==> src/rtl/i2a_pkg.sv <==
// ----------------------------------------------------------------------------
// i2a_pkg
// shared types, constants and character mapping for integer_to_ascii_radix
// ----------------------------------------------------------------------------
package i2a_pkg;

  localparam int IN_W       = 64;
  localparam int CHAR_W     = 8;
  localparam int DIGIT_W    = 4;
  localparam int RADIX_W    = 5;
  localparam int STEP_BITS  = 4;  // dividend bits consumed per cycle
  localparam int CFG_IDX_W  = 2;
  localparam int CFG_DATA_W = 5;

  localparam logic [CFG_IDX_W-1:0] REG_BASE        = 2'd0;
  localparam logic [CFG_IDX_W-1:0] REG_LOWERCASE   = 2'd1;
  localparam logic [CFG_IDX_W-1:0] REG_SIGNED_MODE = 2'd2;

  localparam logic [RADIX_W-1:0] RADIX_MIN  = 5'd8;
  localparam logic [RADIX_W-1:0] RADIX_MAX  = 5'd16;
  localparam logic [RADIX_W-1:0] BASE_RESET = 5'd10;

  localparam logic [CHAR_W-1:0] CHAR_ZERO    = 8'h30;
  localparam logic [CHAR_W-1:0] CHAR_UPPER_A = 8'h41;
  localparam logic [CHAR_W-1:0] CHAR_CASE    = 8'h20;
  localparam logic [CHAR_W-1:0] CHAR_MINUS   = 8'h2d;
  localparam logic [DIGIT_W-1:0] DIGIT_TEN   = 4'd10;

  typedef struct packed {
    logic               start;  // load a new dividend and begin a digit
    logic               next;   // begin another digit from the held quotient
    logic [RADIX_W-1:0] radix;
  } div_ctrl_t;

  typedef struct packed {
    logic               done;   // one-cycle pulse, digit and quotient ready
    logic [DIGIT_W-1:0] digit;
    logic               q_zero;
  } div_stat_t;

  function automatic logic [CHAR_W-1:0] digit_char(input logic [DIGIT_W-1:0] d,
                                                   input logic lower);
    logic [CHAR_W-1:0] c;
    if (d < DIGIT_TEN) begin
      c = CHAR_ZERO + CHAR_W'(d);
    end else begin
      c = CHAR_UPPER_A + CHAR_W'(d - DIGIT_TEN) + (lower ? CHAR_CASE : '0);
    end
    return c;
  endfunction

endpackage

==> src/rtl/i2a_divider.sv <==
// ----------------------------------------------------------------------------
// i2a_divider
// digit-serial long division of the held value by the radix, four bits a cycle
// ----------------------------------------------------------------------------
module i2a_divider #(
  parameter int VALUE_WIDTH = 64
) (
  input  logic                clk,
  input  logic                rst_n,
  input  i2a_pkg::div_ctrl_t  ctrl,
  input  logic [((VALUE_WIDTH+i2a_pkg::STEP_BITS-1)/i2a_pkg::STEP_BITS)
                *i2a_pkg::STEP_BITS-1:0] value,
  output i2a_pkg::div_stat_t  stat
);

  localparam int QW    = ((VALUE_WIDTH + i2a_pkg::STEP_BITS - 1) / i2a_pkg::STEP_BITS)
                         * i2a_pkg::STEP_BITS;
  localparam int STEPS = QW / i2a_pkg::STEP_BITS;
  localparam int SW    = $clog2(STEPS + 1);

  logic [QW-1:0]                q_r, q_nxt;
  logic [i2a_pkg::DIGIT_W-1:0]  rem_r, rem_nxt;
  logic [SW-1:0]                cnt_r;
  logic                         busy_r;
  logic                         done_r;

  // four restoring-division steps on the shifted-out dividend bits
  always_comb begin
    logic [i2a_pkg::DIGIT_W:0] t;
    rem_nxt = rem_r;
    q_nxt   = q_r;
    for (int k = 0; k < i2a_pkg::STEP_BITS; k++) begin
      t     = {rem_nxt, q_nxt[QW-1]};
      q_nxt = {q_nxt[QW-2:0], 1'b0};
      if (t >= ctrl.radix) begin
        rem_nxt  = i2a_pkg::DIGIT_W'(t - ctrl.radix);
        q_nxt[0] = 1'b1;
      end else begin
        rem_nxt = t[i2a_pkg::DIGIT_W-1:0];
      end
    end
  end

  always_ff @(posedge clk) begin
    if (!rst_n) begin
      busy_r <= 1'b0;
      done_r <= 1'b0;
      cnt_r  <= '0;
    end else if (ctrl.start || ctrl.next) begin
      busy_r <= 1'b1;
      done_r <= 1'b0;
      cnt_r  <= SW'(STEPS);
    end else if (busy_r) begin
      cnt_r <= cnt_r - SW'(1);
      if (cnt_r == SW'(1)) begin
        busy_r <= 1'b0;
        done_r <= 1'b1;
      end else begin
        done_r <= 1'b0;
      end
    end else begin
      done_r <= 1'b0;
    end

    // datapath
    if (ctrl.start) begin
      q_r   <= value;
      rem_r <= '0;
    end else if (ctrl.next) begin
      rem_r <= '0;
    end else if (busy_r) begin
      q_r   <= q_nxt;
      rem_r <= rem_nxt;
    end
  end

  assign stat.done   = done_r;
  assign stat.digit  = rem_r;
  assign stat.q_zero = ~|q_r;

endmodule

==> src/rtl/integer_to_ascii_radix.sv <==
// ----------------------------------------------------------------------------
// integer_to_ascii_radix
// converts one integer per item into its ASCII text, one character per item
// ----------------------------------------------------------------------------
// usage
//   in_*  : one item carries the raw value in in_tdata; only the low
//           VALUE_WIDTH bits count, the top one is the sign in signed mode
//   out_* : one character per item, most significant digit first, a leading
//           '-' for negative values in signed mode, out_tlast on the final one
//   cfg_* : base (index 0), lowercase (index 1), signed_mode (index 2), written
//           while the block is idle; a base outside 8..16 is clamped
// timing
//   each digit divides the whole held quotient, VALUE_WIDTH rounded up to a
//   multiple of 4 bits, four bits a cycle, and is stored once done; the first
//   character follows the last digit, then one a cycle while the receiver
//   takes them; the input is free again once the final character is loaded
//   into the output register; one item at a time
// reset
//   synchronous, clears the control state and returns base to 10, upper case
//   letters and signed mode
// back-pressure
//   a stalled receiver holds the current character in the output register;
//   the next item is accepted while the final character is still waiting
// ----------------------------------------------------------------------------
module integer_to_ascii_radix #(
  parameter int VALUE_WIDTH = 64,
  parameter int MAX_CHARS   = 23
) (
  input  logic                             clk,
  input  logic                             rst_n,
  // input items
  input  logic                             in_tvalid,
  output logic                             in_tready,
  input  logic [i2a_pkg::IN_W-1:0]         in_tdata,   // [63:0] value_bits
  // result items
  output logic                             out_tvalid,
  input  logic                             out_tready,
  output logic [i2a_pkg::CHAR_W-1:0]       out_tdata,  // [7:0] ascii_char
  output logic                             out_tlast,  // last_char
  // configuration
  input  logic                             cfg_wr_en,
  input  logic [i2a_pkg::CFG_IDX_W-1:0]    cfg_index,
  input  logic [i2a_pkg::CFG_DATA_W-1:0]   cfg_wdata
);

  localparam int QW    = ((VALUE_WIDTH + i2a_pkg::STEP_BITS - 1) / i2a_pkg::STEP_BITS)
                         * i2a_pkg::STEP_BITS;
  localparam int DEPTH = (VALUE_WIDTH + 2) / 3;       // most digits, at radix 8
  localparam int IW    = $clog2(DEPTH);
  localparam int NW    = $clog2(DEPTH + 1);
  localparam int MAXV  = (MAX_CHARS > DEPTH + 1) ? MAX_CHARS : DEPTH + 1;
  localparam int LW    = $clog2(MAXV + 1);

  typedef enum logic [1:0] {
    S_IDLE,
    S_DIV,
    S_EMIT
  } state_t;

  state_t                       state_r, state_nxt;

  // configuration registers
  logic [i2a_pkg::RADIX_W-1:0]  base_r;
  logic                         lower_r;
  logic                         signed_r;
  logic [i2a_pkg::RADIX_W-1:0]  radix;

  // per-item control
  logic                         neg_r, neg_nxt;
  logic [NW-1:0]                nd_r, nd_nxt;
  logic [IW-1:0]                rd_idx_r, rd_idx_nxt;
  logic                         sign_pend_r, sign_pend_nxt;
  logic [LW-1:0]                left_r, left_nxt;
  logic [LW-1:0]                total;

  // digit store, least significant digit at index 0
  logic [i2a_pkg::DIGIT_W-1:0]  digits_r [DEPTH];
  logic                         dig_wr;

  // output register
  logic                         out_tvalid_r, out_tvalid_nxt;
  logic [i2a_pkg::CHAR_W-1:0]   out_data_r, out_data_nxt;
  logic                         out_last_r, out_last_nxt;
  logic                         out_load;

  // input magnitude
  logic                         in_acc;
  logic [VALUE_WIDTH-1:0]       v;
  logic                         v_neg;
  logic [VALUE_WIDTH-1:0]       mag;

  i2a_pkg::div_ctrl_t           div_ctrl;
  i2a_pkg::div_stat_t           div_stat;

  // clamp radix into 8..16
  always_comb begin
    priority if (base_r < i2a_pkg::RADIX_MIN) begin
      radix = i2a_pkg::RADIX_MIN;
    end else if (base_r > i2a_pkg::RADIX_MAX) begin
      radix = i2a_pkg::RADIX_MAX;
    end else begin
      radix = base_r;
    end
  end

  // nothing is taken while reset is held
  assign in_tready = (state_r == S_IDLE) && rst_n;
  assign in_acc    = in_tvalid && in_tready;

  // sign split; the most negative value maps onto its own bit pattern,
  // which read unsigned is the exact magnitude
  assign v     = in_tdata[VALUE_WIDTH-1:0];
  assign v_neg = signed_r && v[VALUE_WIDTH-1];
  assign mag   = v_neg ? (~v + VALUE_WIDTH'(1)) : v;

  assign div_ctrl.start = in_acc;
  assign div_ctrl.next  = (state_r == S_DIV) && div_stat.done && !div_stat.q_zero;
  assign div_ctrl.radix = radix;

  i2a_divider #(
    .VALUE_WIDTH (VALUE_WIDTH)
  ) u_div (
    .clk   (clk),
    .rst_n (rst_n),
    .ctrl  (div_ctrl),
    .value (QW'(mag)),
    .stat  (div_stat)
  );

  // characters in the whole text once the last digit lands
  assign total = LW'(neg_r) + LW'(nd_r) + LW'(1);

  assign out_load = !out_tvalid_r || out_tready;
  assign dig_wr   = (state_r == S_DIV) && div_stat.done;

  always_comb begin
    state_nxt      = state_r;
    neg_nxt        = neg_r;
    nd_nxt         = nd_r;
    rd_idx_nxt     = rd_idx_r;
    sign_pend_nxt  = sign_pend_r;
    left_nxt       = left_r;
    out_tvalid_nxt = out_tvalid_r && !out_tready;
    out_data_nxt   = out_data_r;
    out_last_nxt   = out_last_r;

    unique case (state_r)
      S_IDLE: begin
        if (in_acc) begin
          neg_nxt   = v_neg;
          nd_nxt    = '0;
          state_nxt = S_DIV;
        end
      end
      S_DIV: begin
        if (div_stat.done) begin
          nd_nxt = nd_r + NW'(1);
          if (div_stat.q_zero) begin
            rd_idx_nxt    = nd_r[IW-1:0];
            sign_pend_nxt = neg_r;
            left_nxt      = (total > LW'(MAX_CHARS)) ? LW'(MAX_CHARS) : total;
            state_nxt     = S_EMIT;
          end
        end
      end
      S_EMIT: begin
        if (out_load) begin
          out_tvalid_nxt = 1'b1;
          out_last_nxt   = (left_r == LW'(1));
          left_nxt       = left_r - LW'(1);
          if (sign_pend_r) begin
            out_data_nxt  = i2a_pkg::CHAR_MINUS;
            sign_pend_nxt = 1'b0;
          end else begin
            out_data_nxt = i2a_pkg::digit_char(digits_r[rd_idx_r], lower_r);
            rd_idx_nxt   = rd_idx_r - IW'(1);
          end
          if (left_r == LW'(1)) begin
            state_nxt = S_IDLE;
          end
        end
      end
      default: begin
        state_nxt = S_IDLE;
      end
    endcase
  end

  always_ff @(posedge clk) begin
    if (!rst_n) begin
      state_r      <= S_IDLE;
      base_r       <= i2a_pkg::BASE_RESET;
      lower_r      <= 1'b0;
      signed_r     <= 1'b1;
      out_tvalid_r <= 1'b0;
      neg_r        <= 1'b0;
      nd_r         <= '0;
      sign_pend_r  <= 1'b0;
      left_r       <= '0;
    end else begin
      state_r      <= state_nxt;
      out_tvalid_r <= out_tvalid_nxt;
      neg_r        <= neg_nxt;
      nd_r         <= nd_nxt;
      sign_pend_r  <= sign_pend_nxt;
      left_r       <= left_nxt;
      if (cfg_wr_en) begin
        unique case (cfg_index)
          i2a_pkg::REG_BASE:        base_r   <= cfg_wdata;
          i2a_pkg::REG_LOWERCASE:   lower_r  <= cfg_wdata[0];
          i2a_pkg::REG_SIGNED_MODE: signed_r <= cfg_wdata[0];
          default: ;  // no register at this index
        endcase
      end
    end

    // payload
    rd_idx_r   <= rd_idx_nxt;
    out_data_r <= out_data_nxt;
    out_last_r <= out_last_nxt;
    if (dig_wr) begin
      digits_r[nd_r[IW-1:0]] <= div_stat.digit;
    end
  end

  assign out_tvalid = out_tvalid_r;
  assign out_tdata  = out_data_r;
  assign out_tlast  = out_last_r;

endmodule

==> config.mk <==
export PLATFORM = sky130hd
export DESIGN_NAME = integer_to_ascii_radix
export DESIGN_NICKNAME = d
export VERILOG_FILES = /design/src/rtl/i2a_pkg.sv /design/src/rtl/i2a_divider.sv /design/src/rtl/integer_to_ascii_radix.sv
export SDC_FILE = /design/constraint.sdc
export NUM_CORES = 1
export LEC_CHECK = 0
export BUFFER_PORTS_ARGS = -buffer_cell sky130_fd_sc_hd__buf_2
export CORE_ASPECT_RATIO = 0.75
export CORE_MARGIN = 2
export CORE_UTILIZATION = 38
export CTS_CLUSTER_DIAMETER = 120
export DETAILED_ROUTE_END_ITERATION = 8
export GPL_TIMING_DRIVEN = 0
export PLACE_DENSITY = 0.66
export SLEW_MARGIN = 20
export SYNTH_ARGS = -nofsm -noshare
export SYNTH_HDL_FRONTEND = slang
export SYNTH_SLANG_ARGS = --single-unit
export TNS_END_PERCENT = 50
==> constraint.sdc <==
create_clock -name clk -period 11.7 [get_ports clk]
set_input_delay 2.34 -clock clk [delete_from_list [all_inputs] [get_ports clk]]
set_output_delay 2.34 -clock clk [all_outputs]
set_load 0.01 [all_outputs]
==> impl_metrics.ini, run 1 <==
[run_status]
status = finished clean

[clocking]
cts_max_level = 1
clockBufferDepth = 3
post_cts_buffers = 0
worstSkewPairLatency_ps = 500
clkTransAtPathRegs_ps = 60
root_buffer = clkbuf_16
holdBufCountCts = 0
cts_tree = built
cts_resized = 0
cts_sinks = 204
cts_made_buffers = 22

[yosys]
async_flop_share_pct = 0
syn-cell-area_um2 = 11040
synth.net_count = 1129
synth.distinct_cells = 70
ys_seq_area_share_pct = 52.06
synth_flop_cell = edfxtp_1
yosysWarnings = 0
syn_avg_cell_area_um2 = 10.90
ys_ff_latch = 204
synth_cells = 1012
synth-edff-count = 166

[sta]
tns_ps = 0
final_max_slew_viol_count = 0
rsz0062_at_grt = no
clock_skew_ps = 10.09
layout_min_cycle_time_ps = 7124
fmax_ghz = 0.1404
setup_ws_ps = 4576
relSlewSlack_pct = 31.51
hold_viol = 0
tightest_slew_ps = 1026
setup_viol = 0
layout_worst_path_cycle_share_pct = 60.89

[final_layout]
area_growth_pct = 15.65
layout-drive-gt1-share_pct = 15.54
final_util_pct = 45.07
nets = 1240
layout.cells.non_filler = 1526
final_common_cell = edfxtp_1
final_area_um2 = 12760
layout_common_cells = edfxtp_1 (166), nand2_1 (124), o21ai_0 (90), nor2_1 (89), buf_2 (88)

[critical_path]
cp.required_ps = 12070
cp_max_fo = 8
crit_path_start_kind = flop
critical_path_class = reg2reg
crit_path_end_kind = flop
cp.arrival_ps = 7490

[placement]
gp_congestion = 0.9021
pre_cts_slack_ps = 4655
dpl.hpwl_um = 21210
dp_cells = 1484
place_area_um2 = 12010
io_buffers = 85

[global_route]
grtUsageMet1_pct = 29.13
grt_pass1_wl_um = 44270
grt_pass1_vias = 7943
grt-busiest-layer = met1
grt_antenna_before_repair = 2
grt-ovfl-total = 0
grt_max_degree = 27
grt_use_met2_pct = 26.44
gr-usage-met3_pct = 3.272
track_usage_pct = 18.57

[run]
drv_cap = 0

[detailed_routing]
wl_per_cell_um = 18.26
final_antenna_net_count = 0
first_pass_iters = 5
viasPerCell = 5.444
drt_iter0_markers = 760
finalWirelength_um = 27860
vias = 8308
remaining_drc_errors = 0

[power]
power_leakage_nw = 4.565
p_per_area_nw_per_um2 = 215.4
ir_drop_uv = 227.2

[floorplan]
start_util_pct = 38.97
die_h_um = 151.6
dieWidth_um = 200.8
die_area_um2 = 30430
core_um2 = 28320
rows = 53
io_pins = 87

[hold_path]
hold_path.class = reg2reg
## state kept, by name (all words and copies together), names as in the netlist, 2 cells and up, named ones only
name	count
u_div.rem_r	4
u_div.cnt_r	5
rd_idx_r	5
u_div.q_r	64
state_r	2
left_r	5
nd_r	5
out_tdata	8
base_r	5
digits_r	88
## worst paths after layout
check	endpoint	start	cells past startpoint	slack, ps
max	u_div.rem_r[0]	base_r[4]	26	4580
min	base_r[3]	base_r[3]	2	470
min reg2reg	base_r[3]	base_r[3]	2	470
max reg2reg	u_div.rem_r[0]	base_r[4]	26	4580
## cell type report
type	instances	area, um^2
inverter	39	146.4
tap	385	481.7
clock buffer	30	611.8
multi-input combinational	729	4997
timing repair buffer	87	480.5
fill	2630	15550
buffer	40	168.9
clock inverter	10	125.1
sequential	204	5746
antenna	2	5.005
## synthesized netlist by cell type (4+ instances only)
cell type	count	share of area, %
inv_1	39	1.3
nor2b_1	7	0.40
xnor2_1	46	3.7
nor3_1	23	1.0
o21ai_0	91	4.1
mux2i_1	13	1.2
nand2b_1	12	0.68
mux4_2	19	3.9
mux2_2	11	1.1
ha_1	37	4.2
nor4b_1	4	0.32
edfxtp_1	166	45
nor2_1	89	3.0
xor2_1	40	3.2
nand3_1	6	0.27
or3_1	7	0.40
a31oi_1	13	0.74
a21o_1	8	0.54
nand4_1	8	0.45
nor4_1	24	1.4
o41ai_1	4	0.32
o21ai_1	4	0.18
and2_1	6	0.34
o21a_1	5	0.34
a21oi_1	57	2.6
a211oi_1	5	0.34
clkbuf_1	33	1.1
fa_1	4	0.73
dfxtp_1	38	6.9
nand2_1	124	4.2
o31ai_1	10	0.68
## per-layer routing
metal	up-vias	wire length (um)
met1	4062	14080
met5	-	0
met3	32	1989
met4	0	507
met2	267	11290
li1	3947	-
## metrics by stage
step	hold WS, ps	total power [mW]
detailed placement	462.5	2.040
finish	473.1	2.749
floorplan	433.2	1.779
CTS	471.0	2.759
global route	517.3	2.936
global placement	449.2	2.013
## power breakdown
group          switching [mW]  leakage, nW  internal (mW)
clock                   0.279        0.361          0.433
combinational           0.578         2.35          0.449
sequential             0.0847         1.85          0.925
total                   0.942         4.57           1.81
## kinds of logic (layout without fill, tap and decap cells)
| kind of cell | count (synthesis) | in the layout | synth area share [%] |
|---|---|---|---|
| compound gates | 216 | 216 | 11.49 |
| xor+xnor | 86 | 86 | 6.825 |
| fa+ha+maj | 41 | 41 | 4.921 |
| buf+inv | 79 | 206 | 2.857 |
| flops | 204 | 204 | 52.06 |
| mux | 46 | 46 | 6.791 |
| other cells | 0 | 2 | 0 |
| simple gates | 340 | 340 | 15.06 |
## critical path, stage by stage (launching register included)
cell      delay [ps]
dfxtp_1          340
nor2b_1          310
nand2_1          370
ha_1             420
a211oi_1         370
o21bai_1         140
a21oi_1          470
mux2_2           420
ha_1             330
a21o_1           170
a31oi_1          170
o21ai_0          170
nor4b_1          530
nor2_1            90
ha_1             360
a21o_1           130
a31oi_1           40
o21ai_1          440
nor2_1            80
a21oi_1          310
ha_1             320
a21o_1           160
a21oi_1          180
o21a_1           280
nor2_1            60
a211oi_1         240
nor3_1            70
Power figures use the tool's default switching activity.
==> run 2: changes to the inputs <==
ABC_AREA = 1   (was default)
PLACE_DENSITY = 0.67   (was 0.66)
clock period = 6.5 ns   (was 11.7 ns; I/O delays follow)
==> run 2 against run 1 <==
Core utilization fell by 0.67 points; total power grew 83%; sequential power is 75% higher; register-to-register slack got worse by 4000 ps; critical path depth is 5 higher; via count grew 30%; clock skew up 20 ps; design area increased by 9.7%; sequential share of layout area down 3.9 points; combinational power increased by 95%; synthesized area rose by 11%; synthesized cell count increased by 49%; largest power group unchanged.
==> impl_metrics.ini, run 2 <==
[run_status]
status = finished clean

[clocking]
cts_made_buffers = 22
holdBufCountCts = 0
clockBufferDepth = 3
root_buffer = clkbuf_16
cts_resized = 0
post_cts_buffers = 0
cts_tree = built
clkTransAtPathRegs_ps = 60
cts_max_level = 1
cts_sinks = 204
worstSkewPairLatency_ps = 510

[sta]
tns_ps = 0
layout_min_cycle_time_ps = 5914
tightest_slew_ps = 863.9
layout_worst_path_cycle_share_pct = 90.99
final_max_slew_viol_count = 0
hold_viol = 0
setup_viol = 0
relSlewSlack_pct = 42.19
clock_skew_ps = 30.20
rsz0062_at_grt = no
fmax_ghz = 0.1691

[power]
p_seq_share_pct = 35.2
netSwitchingPower_mw = 1.929
p_clk_share_pct = 24.8
p_int_mw = 3.107
p_per_area_nw_per_um2 = 359.7
power_leakage_nw = 5.837
switching_share_pct = 38.31
ir_drop_uv = 290.8
comb_power_share_pct = 39.9

[global_route]
grt_max_degree = 47
grt_antenna_before_repair = 1
grt_pass1_wl_um = 54900
track_usage_pct = 20.59
grt-ovfl-total = 0
grt_pass1_vias = 10010

[critical_path]
reg2regPathDepth = 31
r2r_start = base_r[4]
slowest_stage = dfxtp_1
cp_max_fo = 8
ff2ff_setup_slack_ps = 590
crit_path_start_kind = flop
cp_top_family = simple AND/OR/NAND/NOR gates
r2r_end = u_div.rem_r[2]
critical_path_class = reg2reg
crit_path_max_incr_delay_ps = 340
path_common_cell = nand2_1
cp.required_ps = 6940
cp.arrival_ps = 6350
crit_buf_inv = 4
crit_path_end_kind = flop

[placement]
place_area_um2 = 13240
gp_congestion = 0.9426
io_buffers = 86
dpl.hpwl_um = 26410

[floorplan]
core_um2 = 31530
die_area_um2 = 33760
dieWidth_um = 211.5
start_util_pct = 38.92
rows = 56
die_h_um = 159.6
io_pins = 87

[final_layout]
final_common_cell = nand2_1
largest_reg_flops = 88
layout-drive-gt1-share_pct = 12.94
final_area_um2 = 14000
multi_input_area_um2 = 5769
seqCellArea_um2 = 5751
nets = 1732
layout_common_cells = nand2_1 (428), nand3_1 (169), edfxtp_1 (166), nor2_1 (151), inv_1 (139)
fill_cells = 3126
area_growth_pct = 14.08

[yosys]
ys_seq_area_share_pct = 46.82
synth.distinct_cells = 59
ys_top_cells_by_area = edfxtp_1 (41%), nand2_1 (13%), nand3_1 (7.0%)
yosysTopAreaCellShare_pct = 40.62
synth_top_cells_by_count = nand2_1 (429), nand3_1 (172), edfxtp_1 (166)
async_flop_share_pct = 0
syn-cell-area_um2 = 12270
synth_top_area_cell = edfxtp_1
yosysMostFrequentCell = nand2_1
ys_ff_latch = 204
synth_cells = 1504
yosysWarnings = 0
syn_avg_cell_area_um2 = 8.159
synth.net_count = 1621
synth_flop_cell = edfxtp_1
synth-edff-count = 166

[detailed_routing]
vias = 10790
wl_per_cell_um = 17.07
viasPerCell = 5.296
remaining_drc_errors = 0
finalWirelength_um = 34790
first_pass_iters = 5
final_antenna_net_count = 0
drt_iter0_markers = 1027

[hold_path]
hold_path.class = reg2reg
min_path_cells = 2
holdPathEnd = left_r[4]
hold_start = left_r[4]

[run]
drv_cap = 0
-- run 2: final cells by class --
cell class / instances / area share, %
antenna: 1 / 0.01788
buffer: 42 / 1.662
clock buffer: 30 / 4.371
clock inverter: 10 / 0.7508
inverter: 150 / 4.058
multi-input combinational: 1108 / 41.21
sequential: 204 / 41.08
tap: 406 / 3.629
timing repair buffer: 87 / 3.218
-- run 2: worst max-delay path by stage --
stage                      to  slack (ps)      start  depth (start not counted)
2_1_floorplan  u_div.rem_r[0]        1220  base_r[4]                         32
3_3_place_gp   u_div.rem_r[2]         260  base_r[4]                         33
3_5_place_dp   u_div.rem_r[2]          70  base_r[4]                         32
4_1_cts        u_div.rem_r[2]          30  base_r[4]                         32
5_1_grt        u_div.rem_r[2]          30  base_r[4]                         32
6_report       u_div.rem_r[2]         590  base_r[4]                         31
-- run 2: power by group through the flow --
| stage | sequential, mW | clock [mW] | combinational [mW] |
|---|---|---|---|
| after floorplan | 1.74 | 0 | 1.48 |
| final | 1.77 | 1.25 | 2.01 |
| after global routing | 1.79 | 1.32 | 2.31 |
| after CTS | 1.77 | 1.27 | 1.95 |
| after detailed placement | 1.80 | 0 | 1.94 |
| after global placement | 1.80 | 0 | 1.89 |
-- run 2: kinds of logic (layout without fill, tap and decap cells) --
logic type / after synthesis / count (layout) / share of synthesized area [%]
flip-flops: 204 / 204 / 46.82
buffers and inverters: 192 / 319 / 6.526
AND/OR/NAND/NOR: 856 / 856 / 31.23
adder cells (fa/ha/maj): 41 / 41 / 4.425
other: 0 / 1 / 0
XOR/XNOR: 54 / 54 / 3.854
AO/OA/AOI/OAI: 157 / 157 / 7.138
-- run 2: routing by layer --
layer	up-vias	GRT usage (%)	share of wire [%]
met5	-	0	0
met4	0	4.994	2.1
met3	45	2.989	8.6
met2	435	30.14	42
met1	5049	31.75	48
li1	5265	-	-
-- run 2: worst reg2reg max path: cells and delay by family, from the launching register on --
| kind | cells | cell delay (ps) |
|---|---|---|
| compound gates | 8 | 1640 |
| fa+ha+maj | 4 | 1310 |
| buf+inv | 4 | 530 |
| flops | 1 | 340 |
| simple gates | 15 | 2020 |
-- run 2: through the flow --
| stage | setup slack (ps) | hold slack [ps] | power, mW | util (%) | std cells |
|---|---|---|---|---|---|
| after floorplan | 1222 | 429.7 | 3.222 | - | 1504 |
| after global placement | 261.8 | 444.9 | 3.690 | 41.89 | 1996 |
| after detailed placement | 71.19 | 460.5 | 3.739 | 41.98 | 1997 |
| after CTS | 25.33 | 477.0 | 4.994 | 44.25 | 2037 |
| after global routing | 26.90 | 519.4 | 5.421 | 44.39 | 2037 |
| final | 585.8 | 489.9 | 5.036 | 44.40 | 2038 |
